$ cat src/design/ps2mt_pkg.sv
// ----------------------------------------------------------------------------
// PS/2 mouse packet tracker package
// Shared types, constants and register indexes for the packet tracker.
// ----------------------------------------------------------------------------
package ps2mt_pkg;

	// Internal cursor coordinate width; the clamp limit never exceeds its range.
	localparam int COORD_BITS = 12;
	// Fixed widths of the register and result fields.
	localparam int LIMIT_W  = 12;
	localparam int CURSOR_W = 12;
	// Signed width that holds a coordinate, a limit and an 8-bit delta.
	localparam int SUM_W = ((COORD_BITS > LIMIT_W) ? COORD_BITS : LIMIT_W) + 2;

	localparam logic [COORD_BITS-1:0] COORD_MASK = {COORD_BITS{1'b1}};

	// Configuration register indexes.
	localparam logic REG_MAX_X = 1'b0;
	localparam logic REG_MAX_Y = 1'b1;

	localparam logic [LIMIT_W-1:0] RESET_MAX_X = LIMIT_W'(799);
	localparam logic [LIMIT_W-1:0] RESET_MAX_Y = LIMIT_W'(599);
	localparam logic [COORD_BITS-1:0] RESET_POS_X = COORD_BITS'(400);
	localparam logic [COORD_BITS-1:0] RESET_POS_Y = COORD_BITS'(300);

	// Header bit positions.
	localparam int HDR_LEFT_BIT  = 0;
	localparam int HDR_RIGHT_BIT = 1;
	localparam int HDR_VALID_BIT = 3;

	// Input action codes.
	localparam logic ACT_BYTE    = 1'b0;
	localparam logic ACT_CONSUME = 1'b1;

	// Packet slot codes.
	localparam logic [1:0] SLOT_HEADER = 2'd0;
	localparam logic [1:0] SLOT_DX     = 2'd1;
	localparam logic [1:0] SLOT_DY     = 2'd2;

	typedef struct packed {
		logic       action;
		logic [7:0] rx_byte;
	} in_item_t;

	typedef struct packed {
		logic [CURSOR_W-1:0] cursor_x;
		logic [CURSOR_W-1:0] cursor_y;
		logic                left_down;
		logic                right_down;
		logic                click_pending;
		logic                click_taken;
	} out_item_t;

	typedef struct packed {
		logic [1:0]            byte_slot;
		logic [7:0]            header_byte;
		logic [7:0]            dx_byte;
		logic [COORD_BITS-1:0] pos_x;
		logic [COORD_BITS-1:0] pos_y;
		logic                  left_state;
		logic                  right_state;
		logic                  click_flag;
	} trk_state_t;

endpackage

$ cat src/design/ps2mt_update.sv
// ----------------------------------------------------------------------------
// PS/2 mouse packet tracker update logic
// Computes the next tracker state and the result for one registered item.
// ----------------------------------------------------------------------------
module ps2mt_update (
	input  ps2mt_pkg::in_item_t               item,
	input  ps2mt_pkg::trk_state_t             cur,
	input  logic [ps2mt_pkg::LIMIT_W-1:0]     max_x,
	input  logic [ps2mt_pkg::LIMIT_W-1:0]     max_y,
	output ps2mt_pkg::trk_state_t             nxt,
	output ps2mt_pkg::out_item_t              result
);

	localparam int SW = ps2mt_pkg::SUM_W;
	localparam int CW = ps2mt_pkg::COORD_BITS;

	logic signed [SW-1:0] sum_x;
	logic signed [SW-1:0] sum_y;
	logic signed [SW-1:0] lim_x;
	logic signed [SW-1:0] lim_y;
	logic signed [SW-1:0] mask_w;
	logic [CW-1:0]        clamp_x;
	logic [CW-1:0]        clamp_y;
	logic                 taken;

	assign mask_w = SW'(ps2mt_pkg::COORD_MASK);
	assign lim_x  = (SW'(max_x) > mask_w) ? mask_w : SW'(max_x);
	assign lim_y  = (SW'(max_y) > mask_w) ? mask_w : SW'(max_y);

	// Zero-extended position plus or minus the sign-extended delta.
	assign sum_x = SW'(cur.pos_x) + SW'($signed(cur.dx_byte));
	assign sum_y = SW'(cur.pos_y) - SW'($signed(item.rx_byte));

	always_comb begin
		if (sum_x < 0) begin
			clamp_x = '0;
		end else if (sum_x > lim_x) begin
			clamp_x = CW'(lim_x);
		end else begin
			clamp_x = CW'(sum_x);
		end
		if (sum_y < 0) begin
			clamp_y = '0;
		end else if (sum_y > lim_y) begin
			clamp_y = CW'(lim_y);
		end else begin
			clamp_y = CW'(sum_y);
		end
	end

	always_comb begin
		nxt   = cur;
		taken = 1'b0;
		if (item.action == ps2mt_pkg::ACT_CONSUME) begin
			taken          = cur.click_flag;
			nxt.click_flag = 1'b0;
		end else begin
			unique case (cur.byte_slot)
				ps2mt_pkg::SLOT_HEADER: begin
					nxt.header_byte = item.rx_byte;
					nxt.byte_slot   = ps2mt_pkg::SLOT_DX;
				end
				ps2mt_pkg::SLOT_DX: begin
					nxt.dx_byte   = item.rx_byte;
					nxt.byte_slot = ps2mt_pkg::SLOT_DY;
				end
				default: begin
					// Final byte of the packet; a header without the valid bit is dropped.
					nxt.byte_slot = ps2mt_pkg::SLOT_HEADER;
					if (cur.header_byte[ps2mt_pkg::HDR_VALID_BIT]) begin
						nxt.pos_x       = clamp_x;
						nxt.pos_y       = clamp_y;
						nxt.left_state  = cur.header_byte[ps2mt_pkg::HDR_LEFT_BIT];
						nxt.right_state = cur.header_byte[ps2mt_pkg::HDR_RIGHT_BIT];
						if (cur.header_byte[ps2mt_pkg::HDR_LEFT_BIT]) begin
							nxt.click_flag = 1'b1;
						end
					end
				end
			endcase
		end
	end

	assign result.cursor_x      = ps2mt_pkg::CURSOR_W'(nxt.pos_x);
	assign result.cursor_y      = ps2mt_pkg::CURSOR_W'(nxt.pos_y);
	assign result.left_down     = nxt.left_state;
	assign result.right_down    = nxt.right_state;
	assign result.click_pending = nxt.click_flag;
	assign result.click_taken   = taken;

endmodule

$ cat src/design/ps2mt_out_buf.sv
// ----------------------------------------------------------------------------
// PS/2 mouse packet tracker output buffer
// Two-entry result buffer that keeps the pipeline moving while the receiver
// stalls.
// ----------------------------------------------------------------------------
module ps2mt_out_buf (
	input  logic                  clk,
	input  logic                  arst_n,
	input  logic                  push,
	input  ps2mt_pkg::out_item_t  push_item,
	output logic                  space,
	output logic                  out_valid,
	input  logic                  out_ready,
	output ps2mt_pkg::out_item_t  out_item
);

	ps2mt_pkg::out_item_t head_q;
	ps2mt_pkg::out_item_t skid_q;
	logic [1:0]           count_q;
	logic                 pop;

	assign out_valid = (count_q != 2'd0);
	assign out_item  = head_q;
	assign pop       = out_valid && out_ready;
	assign space     = (count_q != 2'd2) || out_ready;

	always_ff @(posedge clk or negedge arst_n) begin
		if (!arst_n) begin
			count_q <= 2'd0;
		end else begin
			unique case ({push, pop})
				2'b10:   count_q <= count_q + 2'd1;
				2'b01:   count_q <= count_q - 2'd1;
				default: count_q <= count_q;
			endcase
		end
	end

	always_ff @(posedge clk) begin
		unique case ({push, pop})
			2'b10: begin
				if (count_q == 2'd0) begin
					head_q <= push_item;
				end else begin
					skid_q <= push_item;
				end
			end
			2'b01: begin
				head_q <= skid_q;
			end
			2'b11: begin
				if (count_q == 2'd1) begin
					head_q <= push_item;
				end else begin
					head_q <= skid_q;
					skid_q <= push_item;
				end
			end
			default: begin
				head_q <= head_q;
			end
		endcase
	end

endmodule

$ cat src/design/ps2_mouse_packet_tracker_top.sv
// ----------------------------------------------------------------------------
// PS/2 mouse packet tracker
// Groups mouse bytes into three-byte packets and tracks cursor and buttons.
// ----------------------------------------------------------------------------
// Usage:
// The input channel (in_valid, in_ready, in_item) carries one transfer per
// received mouse byte or per consume request. Each transfer yields exactly
// one result transfer on the output channel (out_valid, out_ready, out_item)
// holding the clamped cursor, the button states and the click flags.
// An accepted item is held in the input register; once the result buffer
// has room, the tracker state and the result buffer are written together
// and out_valid is high from that write.
// Throughput is one item per cycle as long as the receiver takes results;
// the packet state update is a single add, compare and select, so the
// tracker state loop closes through one combinational update.
// When the receiver stalls, a two-entry result buffer absorbs the items in
// flight and in_ready drops only once both entries are full.
// The clamp limits max_x and max_y are written through cfg_we, cfg_index
// and cfg_data; the user must write them only while the block is idle, as
// the block itself does not enforce this. Reset clears the pipeline and the
// buffer, places the cursor at 400,300, clears buttons and the click flag, and restores the limits to 799 and 599.
// ----------------------------------------------------------------------------
module ps2_mouse_packet_tracker_top (
	input  logic                              clk,
	input  logic                              arst_n,
	input  logic                              in_valid,
	output logic                              in_ready,
	input  ps2mt_pkg::in_item_t               in_item,
	output logic                              out_valid,
	input  logic                              out_ready,
	output ps2mt_pkg::out_item_t              out_item,
	input  logic                              cfg_we,
	input  logic                              cfg_index,
	input  logic [ps2mt_pkg::LIMIT_W-1:0]     cfg_data
);

	logic [ps2mt_pkg::LIMIT_W-1:0] max_x_q;
	logic [ps2mt_pkg::LIMIT_W-1:0] max_y_q;
	ps2mt_pkg::trk_state_t         trk_q;
	ps2mt_pkg::trk_state_t         trk_nxt;
	ps2mt_pkg::in_item_t           item_s1;
	logic                          valid_s1;
	ps2mt_pkg::out_item_t          result;
	logic                          buf_space;
	logic                          advance;

	// The registered item is processed whenever the result buffer has room.
	assign advance  = valid_s1 && buf_space;
	assign in_ready = !valid_s1 || buf_space;

	// Configuration writes.
	always_ff @(posedge clk or negedge arst_n) begin
		if (!arst_n) begin
			max_x_q <= ps2mt_pkg::RESET_MAX_X;
			max_y_q <= ps2mt_pkg::RESET_MAX_Y;
		end else if (cfg_we) begin
			if (cfg_index == ps2mt_pkg::REG_MAX_X) begin
				max_x_q <= cfg_data;
			end else begin
				max_y_q <= cfg_data;
			end
		end
	end

	// Input register stage.
	always_ff @(posedge clk or negedge arst_n) begin
		if (!arst_n) begin
			valid_s1 <= 1'b0;
		end else if (in_ready) begin
			valid_s1 <= in_valid;
		end
	end

	always_ff @(posedge clk) begin
		if (in_valid && in_ready) begin
			item_s1 <= in_item;
		end
	end

	// Tracker state, updated once per processed item.
	always_ff @(posedge clk or negedge arst_n) begin
		if (!arst_n) begin
			trk_q.byte_slot   <= ps2mt_pkg::SLOT_HEADER;
			trk_q.header_byte <= '0;
			trk_q.dx_byte     <= '0;
			trk_q.pos_x       <= ps2mt_pkg::RESET_POS_X;
			trk_q.pos_y       <= ps2mt_pkg::RESET_POS_Y;
			trk_q.left_state  <= 1'b0;
			trk_q.right_state <= 1'b0;
			trk_q.click_flag  <= 1'b0;
		end else if (advance) begin
			trk_q <= trk_nxt;
		end
	end

	ps2mt_update u_update (
		.item   (item_s1),
		.cur    (trk_q),
		.max_x  (max_x_q),
		.max_y  (max_y_q),
		.nxt    (trk_nxt),
		.result (result)
	);

	ps2mt_out_buf u_out_buf (
		.clk       (clk),
		.arst_n    (arst_n),
		.push      (advance),
		.push_item (result),
		.space     (buf_space),
		.out_valid (out_valid),
		.out_ready (out_ready),
		.out_item  (out_item)
	);

endmodule

$ cat config.mk
export PLATFORM = sky130hd
export DESIGN_NAME = ps2_mouse_packet_tracker_top
export DESIGN_NICKNAME = d
export VERILOG_FILES = /design/src/design/ps2mt_pkg.sv /design/src/design/ps2mt_update.sv /design/src/design/ps2mt_out_buf.sv /design/src/design/ps2_mouse_packet_tracker_top.sv
export SDC_FILE = /design/constraint.sdc
export NUM_CORES = 1
export LEC_CHECK = 0
export BUFFER_PORTS_ARGS = -buffer_cell sky130_fd_sc_hd__buf_2
export CORE_MARGIN = 1
export CORE_UTILIZATION = 45
export CTS_CLUSTER_DIAMETER = 30
export DETAILED_ROUTE_END_ITERATION = 10
export MAX_ROUTING_LAYER = met4
export SYNTH_ARGS = -nofsm -noshare
export SYNTH_HDL_FRONTEND = slang
export SYNTH_SLANG_ARGS = --single-unit
$ cat constraint.sdc
create_clock -name clk -period 10.2 [get_ports clk]
set_input_delay 1.02 -clock clk [delete_from_list [all_inputs] [get_ports clk]]
set_output_delay 1.02 -clock clk [all_outputs]
set_load 0.02 [all_outputs]
==> results of run 1 <==
-- Yosys cell counts, types with 6 or more instances --
cell type   n  area share
a221o_1     6      0.0074
nor3_1     17       0.011
xnor2_1    14       0.015
o21ai_0    73       0.045
a31oi_1    11      0.0085
a222oi_1   10       0.012
nand3_1    13      0.0080
a21oi_1    30       0.019
mux2i_1    16       0.020
inv_1      64       0.030
dfstp_2    20       0.065
o211ai_1   22       0.020
nor2_1     37       0.017
ha_1       55       0.085
a32oi_1    20       0.022
dfrtp_1    47        0.15
nand4_1    18       0.014
o221ai_1   15       0.016
and2_1      7      0.0054
edfxtp_1   65        0.24
a22oi_1    15       0.014
nand2_1    75       0.035
buf_6       6      0.0083
clkbuf_1   30       0.014
a21o_1     10      0.0093
mux2_2     16       0.022
-- cells by family after synthesis --
group,Yosys count,synth area share
adders and majority gates,57,0.09000
muxes,33,0.04391
DFF,132,0.4515
AOI/OAI and AO/OA,251,0.2170
and+or+nand+nor,202,0.1222
buffers and inverters,105,0.05489
xor gates and xnor gates,19,0.02057
-- metal layers --
metal | GRT usage | routed length [um]
met1 | 0.3690 | 10540
met2 | 0.4117 | 10870
met3 | 0.04213 | 1618
met4 | 0.1080 | 619
met5 | - | 0
-- worst max-delay path, cell delays in order (launching register included) --
cell and delay, ns:
dfrtp_1 0.63, ha_1 0.50, o211ai_1 0.11, nor2_1 0.28, o211ai_1 0.20, nand3b_1 0.16
xor2_1 0.28, inv_1 0.13, ha_1 0.31, nand2_1 0.09, a31oi_1 0.13, o21ai_0 0.14
nor3_1 0.26, nand4_1 0.18, a211oi_2 0.66, or2_1 0.42, buf_4 0.38, mux2_4 0.35
a221o_1 0.29
-- flip-flops by register name, summed over array words and instances (netlist names) --
signal and count:
trk_q 40, u_out_buf.skid_q 28, u_out_buf.count_q 2, valid_s1 1, u_out_buf.out_item 28, item_s1 9
max_x_q 12, max_y_q 12
-- report_power, final --
| group | internal, mW | switching [mW] | leakage, nW | total [mW] |
|---|---|---|---|---|
| Clock | 0.362 | 0.252 | 0.271 | 0.614 |
| Combinational | 0.648 | 1.22 | 2.04 | 1.87 |
| Sequential | 0.835 | 0.129 | 1.45 | 0.964 |
-- how the worst max path moves through the flow --
stage	startpoint	endpoint	slack (ns)	depth (start not counted)
CTS	trk_q[34]	u_out_buf.out_item[16]	4.49	18
floorplan	trk_q[19]	u_out_buf.out_item[16]	5.79	18
detailed placement	trk_q[34]	u_out_buf.out_item[16]	4.52	18
global placement	trk_q[34]	u_out_buf.out_item[16]	4.75	18
global route	trk_q[34]	u_out_buf.out_item[16]	3.88	18
finish	trk_q[34]	u_out_buf.out_item[16]	4.44	18
-- area by class of cell --
type | instances | area share
clock buffer | 18 | 0.04706
clock inverter | 14 | 0.01660
inverter | 65 | 0.02676
multi-input combinational | 562 | 0.4399
sequential | 132 | 0.4007
tap | 225 | 0.03087
timing repair buffer | 65 | 0.03814
-- per-stage QoR --
step	hold WS [ns]	cell area [sq um]	setup WS, ns	util	power, mW
after global routing	0.5069	9119	3.880	0.5236	3.678
after global placement	0.4625	8538	4.747	0.4902	2.752
final	0.4884	9119	4.436	0.5236	3.449
after floorplan	0.4450	8092	5.786	-	2.349
after detailed placement	0.4731	8538	4.521	0.4902	2.801
after CTS	0.4862	9119	4.492	0.5236	3.428
==> metrics list, run 1 <==
- The number of endpoints with negative hold slack in the final report was 0.
* Most common cell after layout, fill and taps aside: nand2_1
- Die footprint: approximately 19000 sq um
- The number of global-route vias before repair came to about 6500.
- In this run the number of H-tree levels came out at 4.
- Most frequent cells in the layout: 75 x nand2_1, 72 x o21ai_0, 65 x edfxtp_1
* Sequential cell area fraction in the yosys report: 0.4515
- Entering global routing, the biggest net connects 68 pins.
- Across all layers, the routed design uses roughly 6700 vias.
* Outcome: complete, no violations
- Yosys warning total: 0
- The net count of the finished layout is 927.
* Placed wire-length estimate after detailed placement: roughly 16 mm
- Averaged over all synthesized cells, the footprint is slightly above 10 sq um.
* Placed cell count: between 1000 and 1500
- For the worst setup path, the data required time is 10.38 ns.
* Gr ovfl total: 0
- The worst hold path passes through 2 cells.
* Slew margin rel.: 0.2062
- Max Fanout on Critical Path: 25
* Floorplan Core Area: between 15000 and 20000 sq um
- Counting flops with a built-in enable in the synthesized netlist gives between 60 and 70.
* WS Path Type: reg2reg
- Hold buffer count at CTS: 0
* Maximum vdd ir drop: around 0.17 mV
* Net count after synthesis: around 880
* Number of detailed-route iterations in the first pass: 7
- In this run, post-CTS repair resized a total of 0 instances.
- Register area: about 3700 sq um
* TritonCTS buffer count: 17
- Post-synthesis cell count: between 700 and 800
- Highest achievable clock rate: roughly 0.17 GHz
* Top-level port count: 57
* Clock Sink Count: about 130
* Initial core utilization: 0.4646
- Of the cells placed in the final design, the portion with a size suffix greater than 1 is 0.1834.
- Critical path capture point type: register
- In the global route stage, overall resource usage came out at 0.2736.
- Height of the die: between 100 and 150 um
- In this run the register-to-register setup slack is around 4.4 ns.
- Unrepaired setup endpoints after global routing: no
- Starting DRC count in detailed routing: 702
* Die X: between 100 and 150 um
- Area Overhead vs Synth: 12.70%
- Across the routed clock network, the largest skew measured is 0.006289 ns.
- Post-synth ARST share: 0.5076
- Beginning of the worst register-to-register path: trk_q[34]
* Clock transition at the registers of the reported paths: approximately 0.06 ns
- Setup Buffers After CTS: 0
* Reported leakage power: 3.762 nW
- Number of synthesized register bits: approximately 130
- The first global-routing pass estimated between 30 and 40 mm of wire.
- Row generation in the floorplan step produced between 40 and 50 rows.
- Hold WC Path Type: reg2reg
- Max Root-Sink Buffers: 2
- Layout fillers: approximately 1600
- Clk root buf: clkbuf_16
* Routed Antenna Nets: 0
- Hold path start: trk_q[1]
- TritonCTS built the clock tree.
- The number of cells on the worst reg-to-reg path is 18.
- ANT cells: 0
- The initial antenna violation count was 0.
- The number of max-slew violations in the final report came to 0.
* Aggregate routed wire length: about 24 mm
- Setup TNS Final: 0 ns
- Cell Pwr Density: between 300 and 400 nW/um^2
* Period Utilization, post-route: 0.5651
* Least-Margin Pin Slew: 1.188 ns
- In the final layout, the multi-input gates occupy approximately 4000 sq um.
- At the later pin of the worst-skew pair, clock insertion delay measures approximately 0.43 ns.
- DRC Markers: 0
- The routed design could run at a clock period as short as 5.764 ns.
- At the end of routability-driven placement, the weighted congestion stood at a little under 1.
- The finished layout holds approximately 1100 standard cells, fillers aside.
* Endpoint with the worst hold slack: trk_q[1]
* Arrival @ worst endpoint: 5.94 ns
- Number of vias per cell after detailed routing: approximately 6.2
* Routed wire per std cell: around 22 um
- Number of buffers added on ports: 56
- The most used flip-flop cell after synthesis is edfxtp_1.
- The mapped netlist covers 8092 sq um.
- # setup viols final: 0
- Max-cap check violation count: 0
- The worst setup path is launched from a register.
- The endpoint identified for the worst register-to-register timing path is u_out_buf.out_item[16].
- Unique masters post-synth: ~70
Note: power is estimated with default switching activity, not from simulation.
==> run 2: changes to the inputs <==
--- a/config.mk
+++ b/config.mk
@@ -5,6 +5,7 @@
 export SDC_FILE = /design/constraint.sdc
 export NUM_CORES = 1
 export LEC_CHECK = 0
+export ABC_AREA = 1
 export BUFFER_PORTS_ARGS = -buffer_cell sky130_fd_sc_hd__buf_2
 export CORE_MARGIN = 1
 export CORE_UTILIZATION = 45
==> constraint.sdc (replaced) <==
create_clock -name clk -period 5.16 [get_ports clk]
set_input_delay 0.516 -clock clk [delete_from_list [all_inputs] [get_ports clk]]
set_output_delay 0.516 -clock clk [all_outputs]
set_load 0.02 [all_outputs]
==> run 2 against run 1 <==
Core utilization rose by 0.48 points; die area fell by 3.2%; critical path type unchanged; cell count rose by 13%; first-iteration DRC count fell by 41%; sequential share of layout area rose by 1.2 points; area after synthesis fell by 3.3%.
==> metrics list, run 2 <==
- Mapped Area: 7828 sq um (was 8092 sq um)
* Initial core utilization: 0.4670 (was 0.4646)
* Number of flip-flops in the largest register: 40 (unchanged)
* Clock transition at the registers of the reported paths: 0.06 ns (about the same)
- Number of instances resized during post-cts repair: 0 (unchanged)
- The initial antenna violation count is 0 (unchanged).
- Area Overhead vs Synth: 13.14% (was 12.70%)
* Fraction of layout instances using a drive strength above 1: 0.1772 (was 0.1834)
- The synthesized flop and latch total came to 132 (unchanged).
* Outcome: complete, no violations (unchanged)
- Starting DRC count in detailed routing: 416 (was 702)
- Highest achievable clock rate: 0.2379 GHz (was 0.1735 GHz)
- CP cell instances: inv_1 > ha_1 > a21oi_1 > o21ai_0 > a31oi_1 > o21ai_0 > xor2_1 > inv_1 > ha_1 > nand2_1 > nor2_1 > nand4_1 > nand3_2 > nand2_1 > nand3_1 > nand2_2 > nand2_1 > nand2_1 (was ha_1 > o211ai_1 > nor2_1 > o211ai_1 > nand3b_1 > xor2_1 > inv_1 > ha_1 > nand2_1 > a31oi_1 > o21ai_0 > nor3_1 > nand4_1 > a211oi_2 > or2_1 > buf_4 > mux2_4 > a221o_1)
- The weighted congestion reported at the end of routability-driven placement is 0.8835 (was 0.9729).
- FP Rows: 47 (was 48)
- The overall die area is 17930 sq um (was 18520 sq um).
- Wire length of the first global-routing pass: 30.15 mm (was 36.66 mm)
* Hold WC Path Type: in2reg (was reg2reg)
- Most frequent cells in the layout: 325 x nand2_1, 128 x inv_1, 65 x edfxtp_1 (was 75 x nand2_1, 72 x o21ai_0, 65 x edfxtp_1)
- The sequential area share after synthesis was 0.4668 (was 0.4515).
- Die X: 133.9 um (was 136.1 um)
* Via count of the first global-routing pass: 5676 (was 6524)
- Number of buffers added on ports: 56 (unchanged)
- The post-CTS repair timing setup buffer count came to 0 (unchanged).
- The required time of the critical path was 5.33 ns (was 10.38 ns).
* Period Utilization, post-route: 0.8146 (was 0.5651)
- The delay of the slowest cell on the worst path was 0.48 ns (was 0.66 ns).
- The power per cell area came to 639.9 nW/um^2 (was 378.2 nW/um^2).
- Reported leakage power: 4.501 nW (was 3.762 nW)
- Yosys warning total: 0 (unchanged)
* Routed Antenna Nets: 0 (unchanged)
- Post-layout nets: 1070 (was 927)
- The count of buffering cells on the critical path with inverters included was 2 (unchanged).
- The count of pins on the block boundary is 57 (unchanged).
- Final core utilization: 0.5284 (was 0.5236)
- Post-route total power: 5.667 mW (was 3.449 mW)
- Unrepaired setup endpoints after global routing: no (unchanged)
- Vias post-DR: 6102 (was 6738)
* WS Path Type: reg2reg (unchanged)
- Time the final worst path needs with I/O delays and setup: 4.203 ns (was 5.764 ns)
- The most used flip-flop cell after synthesis is edfxtp_1 (unchanged).
- The most frequent cell after synthesis was nand2_1 (unchanged).
* Kind of cell adding the most delay to the critical path: simple AND/OR/NAND/NOR gates (was compound AO/OA/AOI/OAI gates)
- The placed cell count is 1187 (was 1049).
- Net count after synthesis: 1017 (was 883)
* Most common cell after layout, fill and taps aside: nand2_1 (unchanged)
* Post-synthesis cell count: 933 (was 799)
* Maximum vdd ir drop: 0.2964 mV (was 0.1727 mV)
- ANT cells: 0 (unchanged)
- Maximum number of pins on one net before global-route repair: 68 (unchanged)
- Setup TNS Final: 0 ns (unchanged)
- Clock Sink Count: 132 (unchanged)
- Cell type with the highest occurrence count on the critical path: nand2_1
- Cell types occupying the most area after synthesis: edfxtp_1 25%, nand2_1 16%, dfrtp_1 15% (was edfxtp_1 24%, dfrtp_1 15%, ha_1 8.5%).
* Floorplan Core Area: 16760 sq um (was 17420 sq um)
- The non-filler instance count after layout came to 1219 (was 1081).
* Least-Margin Pin Slew: 1.135 ns (was 1.188 ns)
- The number of hold-repair buffers added at the cts stage came to 0 (unchanged).
- Cell at the slowest stage of the critical path: nand4_1 (was a211oi_2)
- Critical path capture point type: register (unchanged)
* Slew margin rel.: 0.2423 (was 0.2062)
- Unique masters post-synth: 40 (was 68)
* Critical Path Source Type: register (unchanged)
* Number of vias per cell after detailed routing: 5.006 (was 6.233)
- The routed wire length came to 18.41 mm (was 23.65 mm).
- The number of endpoints with negative hold slack in the final report is 0 (unchanged).
* Number of max-slew violations in the final report: 0 (unchanged)
* Insertion delay of the later-clocked pin in the worst-skew pair: 0.43 ns (about the same)
* Yosys top cell by area: edfxtp_1 (unchanged)
- H-Tree Level Count: 4 (unchanged)
* Gr ovfl total: 0 (unchanged)
* Clk root buf: clkbuf_16 (unchanged)
- The reported max-cap violation count is 0 (unchanged).
- Post-synth ARST share: 0.5076 (unchanged)
- Syn Area/Cell: 8.390 sq um (was 10.13 sq um)
- The vertical extent of the die was 133.9 um (was 136.1 um).
- The final setup violation count is 0 (unchanged).
- Max Fanout on Critical Path: 13 (was 25)
- The HPWL reported at the end of detailed placement came to 13.23 mm (was 16.35 mm).
- Layout fillers: 1573 (was 1586)
- The first-pass iteration count of the detailed router was 5 (was 7).
- The maximum buffer depth of the clock tree is 2 (unchanged).
- GRT Overall Usage: 0.2276 (was 0.2736)
- The most flop-heavy register is trk_q (unchanged).
- The data arrival at the endpoint of the critical path was 4.37 ns (was 5.94 ns).
- The number of synthesized flops with an enable pin was 65 (unchanged).
- TritonCTS buffer count: 17 (unchanged)
- Final worst clock skew: 0.01264 ns (was 0.006289 ns)
- The top cell type's share of synthesized area came to 0.2494 (was 0.2412).
- The CTS tree is yes (unchanged).
- Leading post-synthesis cells by instance count: 325 x nand2_1, 128 x inv_1, 65 x edfxtp_1 (was 75 x nand2_1, 73 x o21ai_0, 65 x edfxtp_1).
* DRC Markers: 0 (unchanged)
* Routed wire per std cell: 15.10 um (was 21.87 um)
[run 2: cell types whose count changed in the layout (fill, tap and decap cells not counted), moves of 20 or more]
cell and delta:
a32oi_1 -20, nand2_2 +33, nand2_1 +250, inv_1 +64, o211ai_1 -22, o21ai_0 -20
[run 2: cell families (layout without fill, tap and decap cells)]
logic type	count (synthesis)	after routing	share of synthesized area
compound gates	99	99	0.07049
xor+xnor	19	19	0.02126
fa+ha+maj	57	57	0.09303
buf+inv	158	224	0.07992
flops	132	132	0.4668
simple gates	468	468	0.2685
[run 2: path summary, 6_finish.rpt]
check	from	end	slack [ns]	cells past startpoint
min	in_item[3]	item_s1[3]	0.26	1
max	item_s1[7]	u_out_buf.out_item[11]	0.96	18
max reg2reg	item_s1[7]	u_out_buf.out_item[11]	0.96	18
min in group asynchronous	arst_n	u_out_buf.count_q[0]	0.30	2
min reg2reg	trk_q[6]	trk_q[6]	0.48	2
max in group asynchronous	arst_n	trk_q[30]	4.25	2
[run 2: layout make-up]
type,count,area (sq um),share of cell area
Sequential cell,132,3654,0.4125
Multi-Input combinational cell,643,3557,0.4017
Inverter,130,488.0,0.05510
Clock buffer,17,425.4,0.04804
Timing Repair Buffer,62,325.3,0.03673
Tap cell,220,275.3,0.03108
Clock inverter,15,131.4,0.01483
[run 2: where the power goes]
group / internal [mW] / leakage, nW / switching [mW]
Sequential: 1.61 / 1.46 / 0.204
Clock: 0.665 / 0.269 / 0.498
Combinational: 0.910 / 2.77 / 1.78
Total: 3.18 / 4.50 / 2.49
[run 2: worst reg2reg max path, cell delays in order (launching register included)]
cell	delay [ns]
edfxtp_1	0.44
inv_1	0.32
ha_1	0.37
a21oi_1	0.18
o21ai_0	0.13
a31oi_1	0.25
o21ai_0	0.14
xor2_1	0.21
inv_1	0.07
ha_1	0.27
nand2_1	0.06
nor2_1	0.13
nand4_1	0.48
nand3_2	0.43
nand2_1	0.08
nand3_1	0.13
nand2_2	0.10
nand2_1	0.08
nand2_1	0.08
[run 2: per-layer routing]
metal,global-route usage,part of all wire,up-vias
met1,0.3433,0.53,2799
met3,0.03326,0.044,13
met2,0.3112,0.42,156
met5,-,0,-
met4,0.07197,0.0087,0
li1,-,-,3134
[run 2: metrics by stage]
step	hold slack, ns	worst slack [ns]	cell area [sq um]
2_1_floorplan	0.2204	1.716	7828
4_1_cts	0.2497	1.028	8856
3_3_place_gp	0.4625	1.033	8299
3_5_place_dp	0.4756	1.059	8299
5_1_grt	0.2466	0.5840	8856
6_report	0.2629	0.9569	8856
